==> config.mk <==
export PLATFORM = sky130hd
export DESIGN_NAME = base64_stream_decoder_top_flat
export DESIGN_NICKNAME = d
export VERILOG_FILES = /design/src/design/b64d_pkg.sv /design/src/design/b64d_if.sv /design/src/design/base64_stream_decoder_top.sv /design/src/flat_wrapper.sv
export SDC_FILE = /design/constraint.sdc
export NUM_CORES = 1
export LEC_CHECK = 0
export BUFFER_PORTS_ARGS = -buffer_cell sky130_fd_sc_hd__buf_2
export CAP_MARGIN = 5
export CORE_ASPECT_RATIO = 0.75
export CORE_MARGIN = 2
export CORE_UTILIZATION = 35
export DETAILED_ROUTE_END_ITERATION = 8
export GPL_TIMING_DRIVEN = 0
export SYNTH_ARGS = -nofsm -noshare
export SYNTH_HDL_FRONTEND = slang
export SYNTH_SLANG_ARGS = --single-unit
==> constraint.sdc <==
create_clock -name clock -period 4.1 [get_ports clock]
set_input_delay 0.82 -clock clock [delete_from_list [all_inputs] [get_ports clock]]
set_output_delay 0.82 -clock clock [all_outputs]
set_load 0.02 [all_outputs]
==> src/design/b64d_pkg.sv <==
// ----------------------------------------------------------------------------
// b64d_pkg
// Types, result codes and symbol lookup shared by the base64 stream decoder.
// ----------------------------------------------------------------------------
package b64d_pkg;

   typedef logic [1:0] kind_type;
   typedef logic [6:0] sym_type;
   typedef logic [7:0] byte_type;

   localparam kind_type KIND_BYTE     = 2'd0;
   localparam kind_type KIND_ERR      = 2'd1;
   localparam kind_type KIND_END_OK   = 2'd2;
   localparam kind_type KIND_END_PART = 2'd3;

   localparam logic CMD_DECODE = 1'b0;
   localparam logic CMD_END    = 1'b1;

   localparam sym_type SYM_PAD     = 7'd64;
   localparam sym_type SYM_INVALID = 7'd127;

   localparam byte_type CHAR_UP_A = 8'h41;
   localparam byte_type CHAR_UP_Z = 8'h5A;
   localparam byte_type CHAR_LO_A = 8'h61;
   localparam byte_type CHAR_LO_Z = 8'h7A;
   localparam byte_type CHAR_D0   = 8'h30;
   localparam byte_type CHAR_D9   = 8'h39;
   localparam byte_type CHAR_PLUS = 8'h2B;
   localparam byte_type CHAR_SLSH = 8'h2F;
   localparam byte_type CHAR_EQ   = 8'h3D;
   localparam byte_type CHAR_SP   = 8'h20;
   localparam byte_type CHAR_TAB  = 8'h09;
   localparam byte_type CHAR_LF   = 8'h0A;
   localparam byte_type CHAR_CR   = 8'h0D;

   localparam sym_type SYM_LO_BASE = 7'd26;
   localparam sym_type SYM_D_BASE  = 7'd52;
   localparam sym_type SYM_PLUS    = 7'd62;
   localparam sym_type SYM_SLSH    = 7'd63;

   function automatic sym_type sym_of(input byte_type c);
      sym_type s;
      s = SYM_INVALID;
      case (c) inside
         [CHAR_UP_A:CHAR_UP_Z]: s = 7'(c - CHAR_UP_A);
         [CHAR_LO_A:CHAR_LO_Z]: s = 7'(c - CHAR_LO_A) + SYM_LO_BASE;
         [CHAR_D0:CHAR_D9]:     s = 7'(c - CHAR_D0) + SYM_D_BASE;
         CHAR_PLUS:             s = SYM_PLUS;
         CHAR_SLSH:             s = SYM_SLSH;
         CHAR_EQ:               s = SYM_PAD;
         default:               s = SYM_INVALID;
      endcase
      return s;
   endfunction

   function automatic logic is_space(input byte_type c);
      return (c == CHAR_SP) || (c == CHAR_TAB) || (c == CHAR_LF) || (c == CHAR_CR);
   endfunction

endpackage

==> src/design/b64d_if.sv <==
// ----------------------------------------------------------------------------
// b64d_req_if / b64d_rsp_if
// Valid/ready channels for characters in and decoded results out.
// ----------------------------------------------------------------------------
interface b64d_req_if
   import b64d_pkg::*;
();
   logic     valid;
   logic     ready;
   logic     command;
   byte_type char_in;

   modport source (output valid, output command, output char_in, input ready);
   modport sink   (input valid, input command, input char_in, output ready);
endinterface

interface b64d_rsp_if
   import b64d_pkg::*;
();
   logic     valid;
   logic     ready;
   kind_type kind;
   byte_type byte_out;
   logic     last;

   modport source (output valid, output kind, output byte_out, output last, input ready);
   modport sink   (input valid, input kind, input byte_out, input last, output ready);
endinterface

==> src/design/base64_stream_decoder_top.sv <==
// ----------------------------------------------------------------------------
// base64_stream_decoder_top
// Strict streaming base64 decoder: one character in, zero to three results out.
// ----------------------------------------------------------------------------
// Each accepted item is decoded in the cycle it is taken and its results are
// loaded into a result register that holds up to three entries. While the
// receiver is ready, items that yield at most one result each move at one
// item per cycle. A group that releases more than one byte keeps req_chan
// ready low while the result register drains, until its last byte is taken.
// Errors are sticky until reset; the end command reports whether a group is
// open.
module base64_stream_decoder_top
   import b64d_pkg::*;
(
   input  logic        clock,
   input  logic        reset,
   b64d_req_if.sink    req_chan,
   b64d_rsp_if.source  rsp_chan
);

   sym_type    store_ff [3];
   sym_type    store_in [3];
   logic [1:0] count_ff, count_in;
   logic       end_ff, end_in;
   logic       err_ff, err_in;

   logic [1:0] res_cnt_ff, res_cnt_in;
   kind_type   res_kind_ff, res_kind_in;
   byte_type   res_byte_ff [3];
   byte_type   res_byte_in [3];

   logic       acc, pop;
   sym_type    sym, v0, v1, v2, v3, v2z, v3z;
   logic [1:0] gen_cnt;
   kind_type   gen_kind;
   byte_type   gen_byte [3];
   logic       bad;

   assign pop            = rsp_chan.valid && rsp_chan.ready;
   assign rsp_chan.valid = (res_cnt_ff != 2'd0);
   assign rsp_chan.kind  = res_kind_ff;
   assign rsp_chan.byte_out = res_byte_ff[0];
   assign rsp_chan.last  = (res_cnt_ff == 2'd1);
   assign req_chan.ready = (res_cnt_ff == 2'd0) || ((res_cnt_ff == 2'd1) && rsp_chan.ready);
   assign acc            = req_chan.valid && req_chan.ready;

   assign sym = sym_of(req_chan.char_in);
   assign v0  = store_ff[0];
   assign v1  = store_ff[1];
   assign v2  = store_ff[2];
   assign v3  = sym;
   assign v2z = (v2 == SYM_PAD) ? 7'd0 : v2;
   assign v3z = (v3 == SYM_PAD) ? 7'd0 : v3;
   assign bad = (v0 == SYM_PAD) || (v1 == SYM_PAD)
             || ((v2 == SYM_PAD) && (v3 != SYM_PAD))
             || ((v2 == SYM_PAD) && (v1[3:0] != 4'd0))
             || ((v3 == SYM_PAD) && (v2[1:0] != 2'd0));

   always_comb begin
      store_in = store_ff;
      count_in = count_ff;
      end_in   = end_ff;
      err_in   = err_ff;
      gen_cnt  = 2'd0;
      gen_kind = KIND_BYTE;
      gen_byte[0] = '0;
      gen_byte[1] = '0;
      gen_byte[2] = '0;
      if (err_ff) begin
         gen_cnt  = 2'd1;
         gen_kind = KIND_ERR;
      end else if (req_chan.command == CMD_END) begin
         gen_cnt  = 2'd1;
         gen_kind = (count_ff == 2'd0) ? KIND_END_OK : KIND_END_PART;
      end else if (is_space(req_chan.char_in)) begin
         gen_cnt = 2'd0;
      end else if (end_ff || (sym == SYM_INVALID)) begin
         err_in   = 1'b1;
         count_in = 2'd0;
         gen_cnt  = 2'd1;
         gen_kind = KIND_ERR;
      end else if (count_ff != 2'd3) begin
         store_in[count_ff] = sym;
         count_in = count_ff + 2'd1;
      end else begin
         count_in = 2'd0;
         if (bad) begin
            err_in   = 1'b1;
            gen_cnt  = 2'd1;
            gen_kind = KIND_ERR;
         end else begin
            gen_byte[0] = {v0[5:0], v1[5:4]};
            gen_byte[1] = {v1[3:0], v2z[5:2]};
            gen_byte[2] = {v2z[1:0], v3z[5:0]};
            if (v2 == SYM_PAD) begin
               gen_cnt = 2'd1;
               end_in  = 1'b1;
            end else if (v3 == SYM_PAD) begin
               gen_cnt = 2'd2;
               end_in  = 1'b1;
            end else begin
               gen_cnt = 2'd3;
            end
         end
      end
   end

   always_comb begin
      res_cnt_in  = res_cnt_ff;
      res_kind_in = res_kind_ff;
      res_byte_in = res_byte_ff;
      if (acc) begin
         res_cnt_in  = gen_cnt;
         res_kind_in = gen_kind;
         res_byte_in = gen_byte;
      end else if (pop) begin
         res_cnt_in     = res_cnt_ff - 2'd1;
         res_byte_in[0] = res_byte_ff[1];
         res_byte_in[1] = res_byte_ff[2];
      end
   end

   always_ff @(posedge clock) begin
      if (reset) begin
         count_ff   <= 2'd0;
         end_ff     <= 1'b0;
         err_ff     <= 1'b0;
         res_cnt_ff <= 2'd0;
         store_ff[0] <= '0;
         store_ff[1] <= '0;
         store_ff[2] <= '0;
      end else begin
         res_cnt_ff <= res_cnt_in;
         if (acc) begin
            count_ff <= count_in;
            end_ff   <= end_in;
            err_ff   <= err_in;
            store_ff <= store_in;
         end
      end
   end

   always_ff @(posedge clock) begin
      res_kind_ff <= res_kind_in;
      res_byte_ff <= res_byte_in;
   end

endmodule

==> src/flat_wrapper.sv <==
// flat-port wrapper written by rule: the top's interface ports become plain ports
module base64_stream_decoder_top_flat import b64d_pkg::*;
  (clock, reset, req_chan_valid, req_chan_command, req_chan_char_in, req_chan_ready, rsp_chan_valid, rsp_chan_kind, rsp_chan_byte_out, rsp_chan_last, rsp_chan_ready);
  b64d_req_if req_chan_i ();
  b64d_rsp_if rsp_chan_i ();
  input  logic clock;
  input  logic reset;
  input wire logic [$bits(req_chan_i.valid)-1:0] req_chan_valid;
  input wire logic [$bits(req_chan_i.command)-1:0] req_chan_command;
  input wire logic [$bits(req_chan_i.char_in)-1:0] req_chan_char_in;
  output wire logic [$bits(req_chan_i.ready)-1:0] req_chan_ready;
  output wire logic [$bits(rsp_chan_i.valid)-1:0] rsp_chan_valid;
  output wire logic [$bits(rsp_chan_i.kind)-1:0] rsp_chan_kind;
  output wire logic [$bits(rsp_chan_i.byte_out)-1:0] rsp_chan_byte_out;
  output wire logic [$bits(rsp_chan_i.last)-1:0] rsp_chan_last;
  input wire logic [$bits(rsp_chan_i.ready)-1:0] rsp_chan_ready;
  assign req_chan_i.valid = req_chan_valid;
  assign req_chan_i.command = req_chan_command;
  assign req_chan_i.char_in = req_chan_char_in;
  assign req_chan_ready = req_chan_i.ready;
  assign rsp_chan_valid = rsp_chan_i.valid;
  assign rsp_chan_kind = rsp_chan_i.kind;
  assign rsp_chan_byte_out = rsp_chan_i.byte_out;
  assign rsp_chan_last = rsp_chan_i.last;
  assign rsp_chan_i.ready = rsp_chan_ready;
  base64_stream_decoder_top u_core (.clock(clock), .reset(reset), .req_chan(req_chan_i), .rsp_chan(rsp_chan_i));
endmodule
==> results.py, run 1 <==
metrics = {
    "synth": {
        "syn_area_sq_um": 3060,
        "synth_commonest_cells": "nor2_1 (30), dfxtp_1 (27), edfxtp_1 (26), a21oi_1 (21)",
        "synth-edff-count": 26,
        "yosys-top-cells-area": "edfxtp_1 (25%), dfxtp_1 (18%), ha_1 (6.1%)",
        "syn_area_per_cell_sq_um": 10.1,
        "synth_flop_cell": "dfxtp_1",
        "ys_seq_area_share_pct": 43.1,
        "synthCells": 302,
        "synth_async_sr_flop_share_pct": 0,
        "yosys_warnings": 0,
        "ys_ff_latch": 53,
        "synth.distinct_cells": 68,
        "yosysTopAreaCellShare_pct": 25.5,
        "yosysTopAreaCell": "edfxtp_1",
        "yosysMostFrequentCell": "nor2_1",
        "syn-num-nets": 330,
    },
    "clocking": {
        "hold_buffers": 0,
        "path_clk_slew_ns": 0.07,
        "cts_buffers": 5,
        "root_buffer": "clkbuf_16",
        "clock_sink_count": 53,
        "clk_latency_ns": 0.30,
        "cts_tree": "done",
        "htree_levels": 2,
        "cts_buffer_depth": 2,
        "post_cts_buffers": 0,
        "cts_resized": 0,
    },
    "job": {
        "maxCapViolCount": 0,
    },
    "worst_setup_path": {
        "critical_path_class": "in -> reg",
        "worstSetupStartpointType": "input port",
        "cp_max_fo": 10,
        "reg2reg_from": "u_core.v0[5]",
        "reg2reg_slack_ns": 1.50,
        "arrival_ns": 3.74,
        "r2r_end": "u_core.res_byte_ff[3]",
        "rr_worst_depth": 7,
        "cp.required_ns": 4.27,
        "endpoint_kind": "flip-flop",
    },
    "grt": {
        "grt_max_degree": 21,
        "grt_usage_pct": 15.2,
        "antenna_found_initial": 0,
        "grt_pass1_vias": 2228,
        "overflow": 0,
        "grt_first_pass_wirelength_microns": 11400,
    },
    "route": {
        "via_per_inst": 5.36,
        "antenna_left": 0,
        "dr.pass1.iters": 5,
        "wire_per_inst_microns": 16.0,
        "drc": 0,
        "routed-via-count": 2375,
        "finalWirelength_microns": 7100,
        "drtIter0Drc": 152,
    },
    "timing": {
        "fin_setup_tns_ns": 0,
        "slew_headroom_pct": 55.3,
        "fin_worst_skew_ns": 0.00684,
        "post-route-min-period_ns": 3.58,
        "finalCritPeriodShare_pct": 87.2,
        "worstMarginPinSlew_ns": 0.663,
        "drv_slew": 0,
        "rsz0062_at_grt": "false",
        "finalSetupViolCount": 0,
        "finalHoldViolCount": 0,
        "max_freq_mhz": 280,
    },
    "placement": {
        "numPortBuffers": 25,
        "routabilityCongestion": 0.840,
        "place_hpwl_microns": 5270,
        "placedCellCount": 435,
    },
    "die": {
        "start_util_pct": 36.1,
        "die-area_sq_um": 9520,
        "num_rows": 29,
        "die-height_microns": 85.0,
        "ios": 26,
        "core_sq_um": 8490,
        "die_x_microns": 112,
    },
    "cells_and_area": {
        "syn2layout_area_growth_pct": 13.4,
        "nets": 362,
        "drive_gt1_share_pct": 18.8,
        "fin_cells": 443,
        "antenna-diode-count": 0,
    },
    "worst_hold_path": {
        "hold_start": "u_core.v1[3]",
        "hold-path-endpoint": "u_core.v1[3]",
        "hold_path.class": "reg -> reg",
        "hold_path_depth": 2,
    },
    "power": {
        "power.density_nw_per_um2": 428,
        "peakVddDrop_uv": 264,
        "p_leak_nw": 1.43,
    },
    "run_status": {
        "status": "complete, no violations",
    },
}
state kept, by name, indices dropped and copies added (netlist names):
| signal | flops |
|---|---|
| u_core.end_ff | 1 |
| u_core.v0 | 7 |
| u_core.res_byte_ff | 16 |
| u_core.count_ff | 2 |
| u_core.rsp_chan.kind | 2 |
| u_core.res_cnt_ff | 2 |
| u_core.rsp_chan.byte_out | 8 |
| u_core.v2 | 7 |
| u_core.err_ff | 1 |
| u_core.v1 | 7 |
metrics by stage:
stage	total power [W]	hold WS, ns	util (%)	setup slack (ns)	instance area [sq um]
after floorplan	0.000958	0.444	-	0.970	3060
after CTS	0.00149	0.472	40.9	0.574	3470
after global placement	0.00106	0.458	39.1	0.275	3320
after global routing	0.00156	0.493	40.9	0.334	3470
final	0.00149	0.465	40.9	0.523	3470
after detailed placement	0.00107	0.462	39.1	0.251	3320
area by class of cell:
class / count / area (sq um)
Buffer: 20 / 115
Clock buffer: 5 / 125
Clock inverter: 3 / 26.3
Fill cell: 873 / 5020
Inverter: 15 / 56.3
Multi-Input combinational cell: 214 / 1570
Sequential cell: 53 / 1320
Tap cell: 108 / 135
Timing Repair Buffer: 25 / 125
placed cells by master (no fill, tap or decap), types with 6 or more instances in the layout:
cell type / count
clkbuf_1: 6
edfxtp_1: 26
ha_1: 15
buf_2: 30
buf_4: 9
o21ai_0: 8
mux2i_1: 16
dfxtp_1: 27
nor2_1: 30
inv_1: 15
nand2_1: 15
a22o_1: 16
a21oi_1: 21
logic make-up after synthesis:
family,share of synthesized area [%]
muxes,5.60
adders and majority gates,6.13
xor gates and xnor gates,1.43
AOI/OAI and AO/OA,20.0
buffers and inverters,5.60
and+or+nand+nor,18.1
DFF,43.1
worst max-delay path by stage:
stage | startpoint | to | slack (ns)
6_report | req_chan_char_in[2] | u_core.res_byte_ff[14] | 0.52
5_1_grt | req_chan_char_in[2] | u_core.rsp_chan.byte_out[1] | 0.33
4_1_cts | req_chan_char_in[2] | u_core.res_byte_ff[13] | 0.57
3_5_place_dp | req_chan_char_in[2] | u_core.res_byte_ff[13] | 0.25
3_3_place_gp | req_chan_char_in[2] | u_core.res_byte_ff[4] | 0.27
2_1_floorplan | req_chan_char_in[3] | u_core.res_byte_ff[13] | 0.97
power breakdown:
group / total (W) / leakage (nW) / switching, W / internal (W)
logic: 0.000375 / 0.883 / 0.000225 / 0.000151
registers: 0.000680 / 0.480 / 0.0000283 / 0.000652
clock network: 0.000430 / 0.0680 / 0.000200 / 0.000231
total: 0.00149 / 1.43 / 0.000452 / 0.00103
routing by layer:
layer | wire, microns | up-vias | share of wire [%] | GRT usage [%]
met1 | 3480 | 1118 | 49 | 21.4
li1 | - | 1179 | - | -
met3 | 381 | 8 | 5.4 | 2.79
met5 | 0 | - | 0 | 0
met2 | 3130 | 70 | 44 | 24.1
met4 | 105 | 0 | 1.5 | 4.55
critical path: stages:
cell and delay [ns]:
buf_2 0.16, inv_1 0.12, ha_1 0.30, nor2b_1 0.18, o21a_1 0.20, o311ai_0 0.61, o31a_2 0.39, o21ai_4 0.12
nor3_4 0.35, buf_2 0.31, a22o_1 0.17
Note: power is estimated with default switching activity, not from simulation.
==> inputs of run 2 (changes only) <==
- CTS_CLUSTER_SIZE: not set -> 30
- PLACE_DENSITY_LB_ADDON: not set -> 0.05
==> run 2 against run 1 <==
Worst setup slack worse by 0.051 ns. Combinational power barely moved. Sequential share of layout area is 0.055 points higher. Core utilization fell by 0.059 points. Wire length up 5.1%. Global-route usage increased by 1.3 points. Final cell count unchanged. Count of clock-buffer cells in the layout is the same. Via count shrank 0.17%. Register-to-register slack worse by 0.04 ns. Hold slack gained 0.010 ns.
==> results.py, run 2 (synthesized netlist as in run 1, its figures left out) <==
metrics = {
    "worst_setup_path": {
        "path_delay_family": "compound AO/OA/AOI/OAI gates",
        "arrival_ns": 3.65,
        "reg2reg_slack_ns": 1.46,
        "critical_path_class": "in -> reg",
        "slowest_delay_ns": 0.50,
        "reg2reg_from": "u_core.v0[5]",
        "r2r_end": "u_core.res_byte_ff[3]",
        "critPathSlowestCell": "a311oi_1",
        "endpoint_kind": "flip-flop",
        "cp_max_fo": 8,
        "path_buf_inv": 3,
        "worstSetupStartpointType": "input port",
        "cp.required_ns": 4.13,
        "rr_worst_depth": 7,
        "worstPathCellList": "buf_2, inv_1, ha_1, a21o_2, a311oi_1, nand2_1, o31a_2, o21ai_4, or2_2, clkbuf_1, nor2_1",
    },
    "route": {
        "drtIter0Drc": 220,
        "drc": 0,
        "via_per_inst": 5.35,
        "wire_per_inst_microns": 16.8,
        "finalWirelength_microns": 7460,
        "routed-via-count": 2371,
        "dr.pass1.iters": 4,
        "antenna_left": 0,
    },
    "die": {
        "die-height_microns": 85.0,
        "num_rows": 29,
        "core_sq_um": 8490,
        "start_util_pct": 36.1,
        "ios": 26,
        "die-area_sq_um": 9520,
        "die_x_microns": 112,
    },
    "grt": {
        "grt_usage_pct": 16.5,
        "antenna_found_initial": 0,
        "grt_max_degree": 21,
        "grt_first_pass_wirelength_microns": 12200,
        "overflow": 0,
        "grt_pass1_vias": 2221,
    },
    "timing": {
        "finalHoldViolCount": 0,
        "post-route-min-period_ns": 3.63,
        "max_freq_mhz": 276,
        "worstMarginPinSlew_ns": 0.611,
        "whs_ns": 0.475,
        "finalCritPeriodShare_pct": 88.5,
        "fin_worst_skew_ns": 0.00664,
        "finalSetupViolCount": 0,
        "slew_headroom_pct": 58.8,
        "drv_slew": 0,
        "rsz0062_at_grt": "false",
        "fin_setup_tns_ns": 0,
    },
    "clocking": {
        "hold_buffers": 0,
        "path_clk_slew_ns": 0.07,
        "htree_levels": 2,
        "clock_sink_count": 53,
        "post_cts_buffers": 0,
        "cts_buffer_depth": 2,
        "root_buffer": "clkbuf_16",
        "cts_resized": 0,
        "cts_tree": "done",
        "clk_latency_ns": 0.29,
        "cts_buffers": 5,
    },
    "worst_hold_path": {
        "hold_path_depth": 2,
        "hold_path.class": "reg -> reg",
        "hold_start": "u_core.v0[3]",
        "hold-path-endpoint": "u_core.v0[3]",
    },
    "cells_and_area": {
        "antenna-diode-count": 0,
        "regMostFlops": "u_core.res_byte_ff",
        "nFillCells": 855,
        "ff_latch_area_sq_um": 1320,
        "design_area_sq_um": 3470,
        "syn2layout_area_growth_pct": 13.3,
        "largest_register_ffs": 16,
        "final_cell_mix": "buf_2 (30), nor2_1 (30), dfxtp_1 (27), edfxtp_1 (26), a21oi_1 (21)",
        "multi_input_area_sq_um": 1570,
        "drive_gt1_share_pct": 18.8,
        "nets": 362,
    },
    "placement": {
        "routabilityCongestion": 0.849,
        "place_hpwl_microns": 5650,
        "placed_area_sq_um": 3320,
        "numPortBuffers": 25,
    },
    "run_status": {
        "status": "complete, no violations",
    },
    "power": {
        "p_leak_nw": 1.43,
        "peakVddDrop_uv": 247,
        "power.density_nw_per_um2": 426,
    },
    "job": {
        "maxCapViolCount": 0,
    },
}
## run 2: metrics by stage
step                      setup WS (ns)  total power [W]  cells  utilization (%)
after floorplan                   0.970         0.000958    302                -
after global placement            0.186          0.00107    435             39.1
after detailed placement          0.201          0.00107    435             39.1
after CTS                         0.496          0.00149    443             40.9
after global routing              0.225          0.00156    443             40.9
final                             0.472          0.00148    443             40.9
## run 2: how the worst max path moves through the flow
| stage | from | end | slack, ns | depth (start not counted) |
|---|---|---|---|---|
| finish | req_chan_char_in[2] | u_core.res_byte_ff[3] | 0.47 | 11 |
| global route | req_chan_char_in[0] | u_core.res_byte_ff[13] | 0.22 | 11 |
| CTS | req_chan_char_in[0] | u_core.res_byte_ff[14] | 0.50 | 11 |
| detailed placement | req_chan_char_in[0] | u_core.res_byte_ff[14] | 0.20 | 11 |
| global placement | req_chan_char_in[0] | u_core.res_byte_ff[13] | 0.19 | 11 |
| floorplan | req_chan_char_in[3] | u_core.res_byte_ff[13] | 0.97 | 11 |
## run 2: worst min-delay path, stage by stage, from the launching register on
cell     delay, ns
dfxtp_1       0.33
nand2_1       0.06
a21oi_1       0.05
## run 2: where the power goes
part	total, W	internal (W)	switching [W]
clock	0.000423	0.000228	0.000195
sequential	0.000676	0.000651	0.0000251
combinational	0.000378	0.000151	0.000227
total	0.00148	0.00103	0.000447
## run 2: metal layers
layer	wire (microns)	part of all wire [%]	GRT usage (%)	up-vias
met3	300	4.0	3.14	4
met2	3040	41	23.6	46
li1	-	-	-	1181
met4	50	0.67	3.33	0
met1	4070	55	26.0	1140
met5	0	0	0	-
## run 2: final cells by class
cell class | count | area share, %
clock buffer | 5 | 3.61
timing repair buffer | 25 | 3.61
sequential | 53 | 38.1
buffer | 20 | 3.32
tap | 108 | 3.89
multi-input combinational | 214 | 45.3
clock inverter | 3 | 0.613
inverter | 15 | 1.62
==> inputs of run 3 (changes only) <==
- CORE_ASPECT_RATIO: 0.75 -> not set
- SLEW_MARGIN: not set -> 20
==> run 3 against run 2 <==
Count of clock-buffer cells in the layout unchanged. Final cell count unchanged. Critical path type unchanged. Sequential share of layout area up 0.57 points. Clock power down 25%. Worst setup slack better by 0.12 ns. Total power down 7.3%. Global-route usage down 0.92 points. Maximum frequency up 3.5%.
==> results.py, run 3 (synthesized netlist as in run 1, its figures left out) <==
metrics = {
    "cells_and_area": {
        "final_cell_mix": "buf_2 (30), nor2_1 (30), dfxtp_1 (27), edfxtp_1 (26), a21oi_1 (21)",
        "multi_input_area_sq_um": 1570,
        "syn2layout_area_growth_pct": 11.6,
        "drive_gt1_share_pct": 18.8,
        "regMostFlops": "u_core.res_byte_ff",
        "ff_latch_area_sq_um": 1320,
        "largest_register_ffs": 16,
        "nets": 362,
        "nFillCells": 899,
        "antenna-diode-count": 0,
    },
    "timing": {
        "final.setup.worst_slack_ns": 0.595,
        "finalCritPeriodShare_pct": 85.5,
        "drv_slew": 0,
        "post-route-min-period_ns": 3.50,
        "finalHoldViolCount": 0,
        "rsz0062_at_grt": "false",
        "fin_setup_tns_ns": 0,
        "worstMarginPinSlew_ns": 0.596,
        "finalSetupViolCount": 0,
        "slew_headroom_pct": 60.3,
        "max_freq_mhz": 285,
        "fin_worst_skew_ns": 0.0102,
    },
    "clocking": {
        "clk_latency_ns": 0.31,
        "cts_buffer_depth": 2,
        "cts_resized": 0,
        "hold_buffers": 0,
        "path_clk_slew_ns": 0.10,
        "post_cts_buffers": 0,
        "root_buffer": "clkbuf_8",
        "cts_buffers": 5,
        "cts_tree": "done",
        "htree_levels": 2,
        "clock_sink_count": 53,
    },
    "power": {
        "peakVddDrop_uv": 120,
        "power.density_nw_per_um2": 400,
        "p_leak_nw": 1.41,
    },
    "route": {
        "finalWirelength_microns": 7480,
        "drc": 0,
        "routed-via-count": 2336,
        "antenna_left": 0,
        "drtIter0Drc": 124,
        "via_per_inst": 5.27,
        "wire_per_inst_microns": 16.9,
        "dr.pass1.iters": 4,
    },
    "die": {
        "die-area_sq_um": 9520,
        "ios": 26,
        "num_rows": 34,
        "die-height_microns": 97.6,
        "core_sq_um": 8590,
        "start_util_pct": 35.6,
        "die_x_microns": 97.6,
    },
    "grt": {
        "grtUsageMet2_pct": 26.0,
        "antenna_found_initial": 0,
        "use_met1_pct": 20.8,
        "overflow": 0,
        "top_usage_layer": "met2",
        "grt_usage_pct": 15.6,
        "grt_max_degree": 21,
        "grt_first_pass_wirelength_microns": 11800,
        "grt_pass1_vias": 2166,
        "grt.met3_usage_pct": 2.23,
    },
    "placement": {
        "numPortBuffers": 25,
        "routabilityCongestion": 0.859,
        "place_hpwl_microns": 5560,
        "place_ws_ns": 0.274,
    },
    "worst_setup_path": {
        "rr_worst_depth": 7,
        "cp.required_ns": 4.15,
        "arrival_ns": 3.56,
        "critical_path_class": "in -> reg",
        "endpoint_kind": "flip-flop",
        "cp_max_fo": 8,
        "worstSetupStartpointType": "input port",
    },
    "job": {
        "maxCapViolCount": 0,
    },
    "worst_hold_path": {
        "hold_path_depth": 2,
        "hold_path.class": "reg -> reg",
    },
    "run_status": {
        "status": "complete, no violations",
    },
}
[run 3: report_power, final]
| group | switching [W] | leakage (nW) | internal [W] |
|---|---|---|---|
| clock network | 0.000191 | 0.0423 | 0.000125 |
| logic | 0.000226 | 0.883 | 0.000150 |
| registers | 0.0000261 | 0.480 | 0.000651 |
[run 3: layout make-up]
type / count / area share [%]
multi-input combinational: 214 / 45.9
sequential: 53 / 38.7
tap: 108 / 3.95
timing repair buffer: 25 / 3.66
buffer: 20 / 3.37
clock buffer: 5 / 2.01
inverter: 15 / 1.65
clock inverter: 3 / 0.769
[run 3: metal layers]
layer / up-vias / share of wire [%] / wire (microns)
met5: - / 0 / 0
met4: 0 / 1.1 / 83
met3: 5 / 2.2 / 168
met2: 32 / 48 / 3590
met1: 1128 / 49 / 3640
li1: 1171 / - / -
[run 3: path summary, 6_finish.rpt]
| path | from | to | slack [ns] |
|---|---|---|---|
| min | u_core.v2[3] | u_core.v2[3] | 0.48 |
| max | req_chan_char_in[2] | u_core.res_byte_ff[3] | 0.60 |
| min reg2reg | u_core.v2[3] | u_core.v2[3] | 0.48 |
| max reg2reg | u_core.v0[5] | u_core.res_byte_ff[14] | 1.51 |
[run 3: critical path: stages]
cell and delay, ns:
buf_2 0.16, inv_1 0.12, ha_1 0.30, a21o_2 0.23
a311oi_1 0.48, nand2_1 0.18, o31a_2 0.45, o21ai_4 0.27
or2_2 0.16, clkbuf_1 0.27, nor2_1 0.09
[run 3: per-stage QoR]
stage / cells / util, % / hold slack (ns) / instance area [sq um] / total power [W]
after global placement: 435 / 38.7 / 0.465 / 3320 / 0.00107
final: 443 / 39.8 / 0.476 / 3420 / 0.00137
after detailed placement: 435 / 38.7 / 0.465 / 3320 / 0.00107
after global routing: 443 / 39.8 / 0.499 / 3420 / 0.00144
after CTS: 443 / 39.8 / 0.478 / 3420 / 0.00138
after floorplan: 302 / - / 0.444 / 3060 / 0.000958
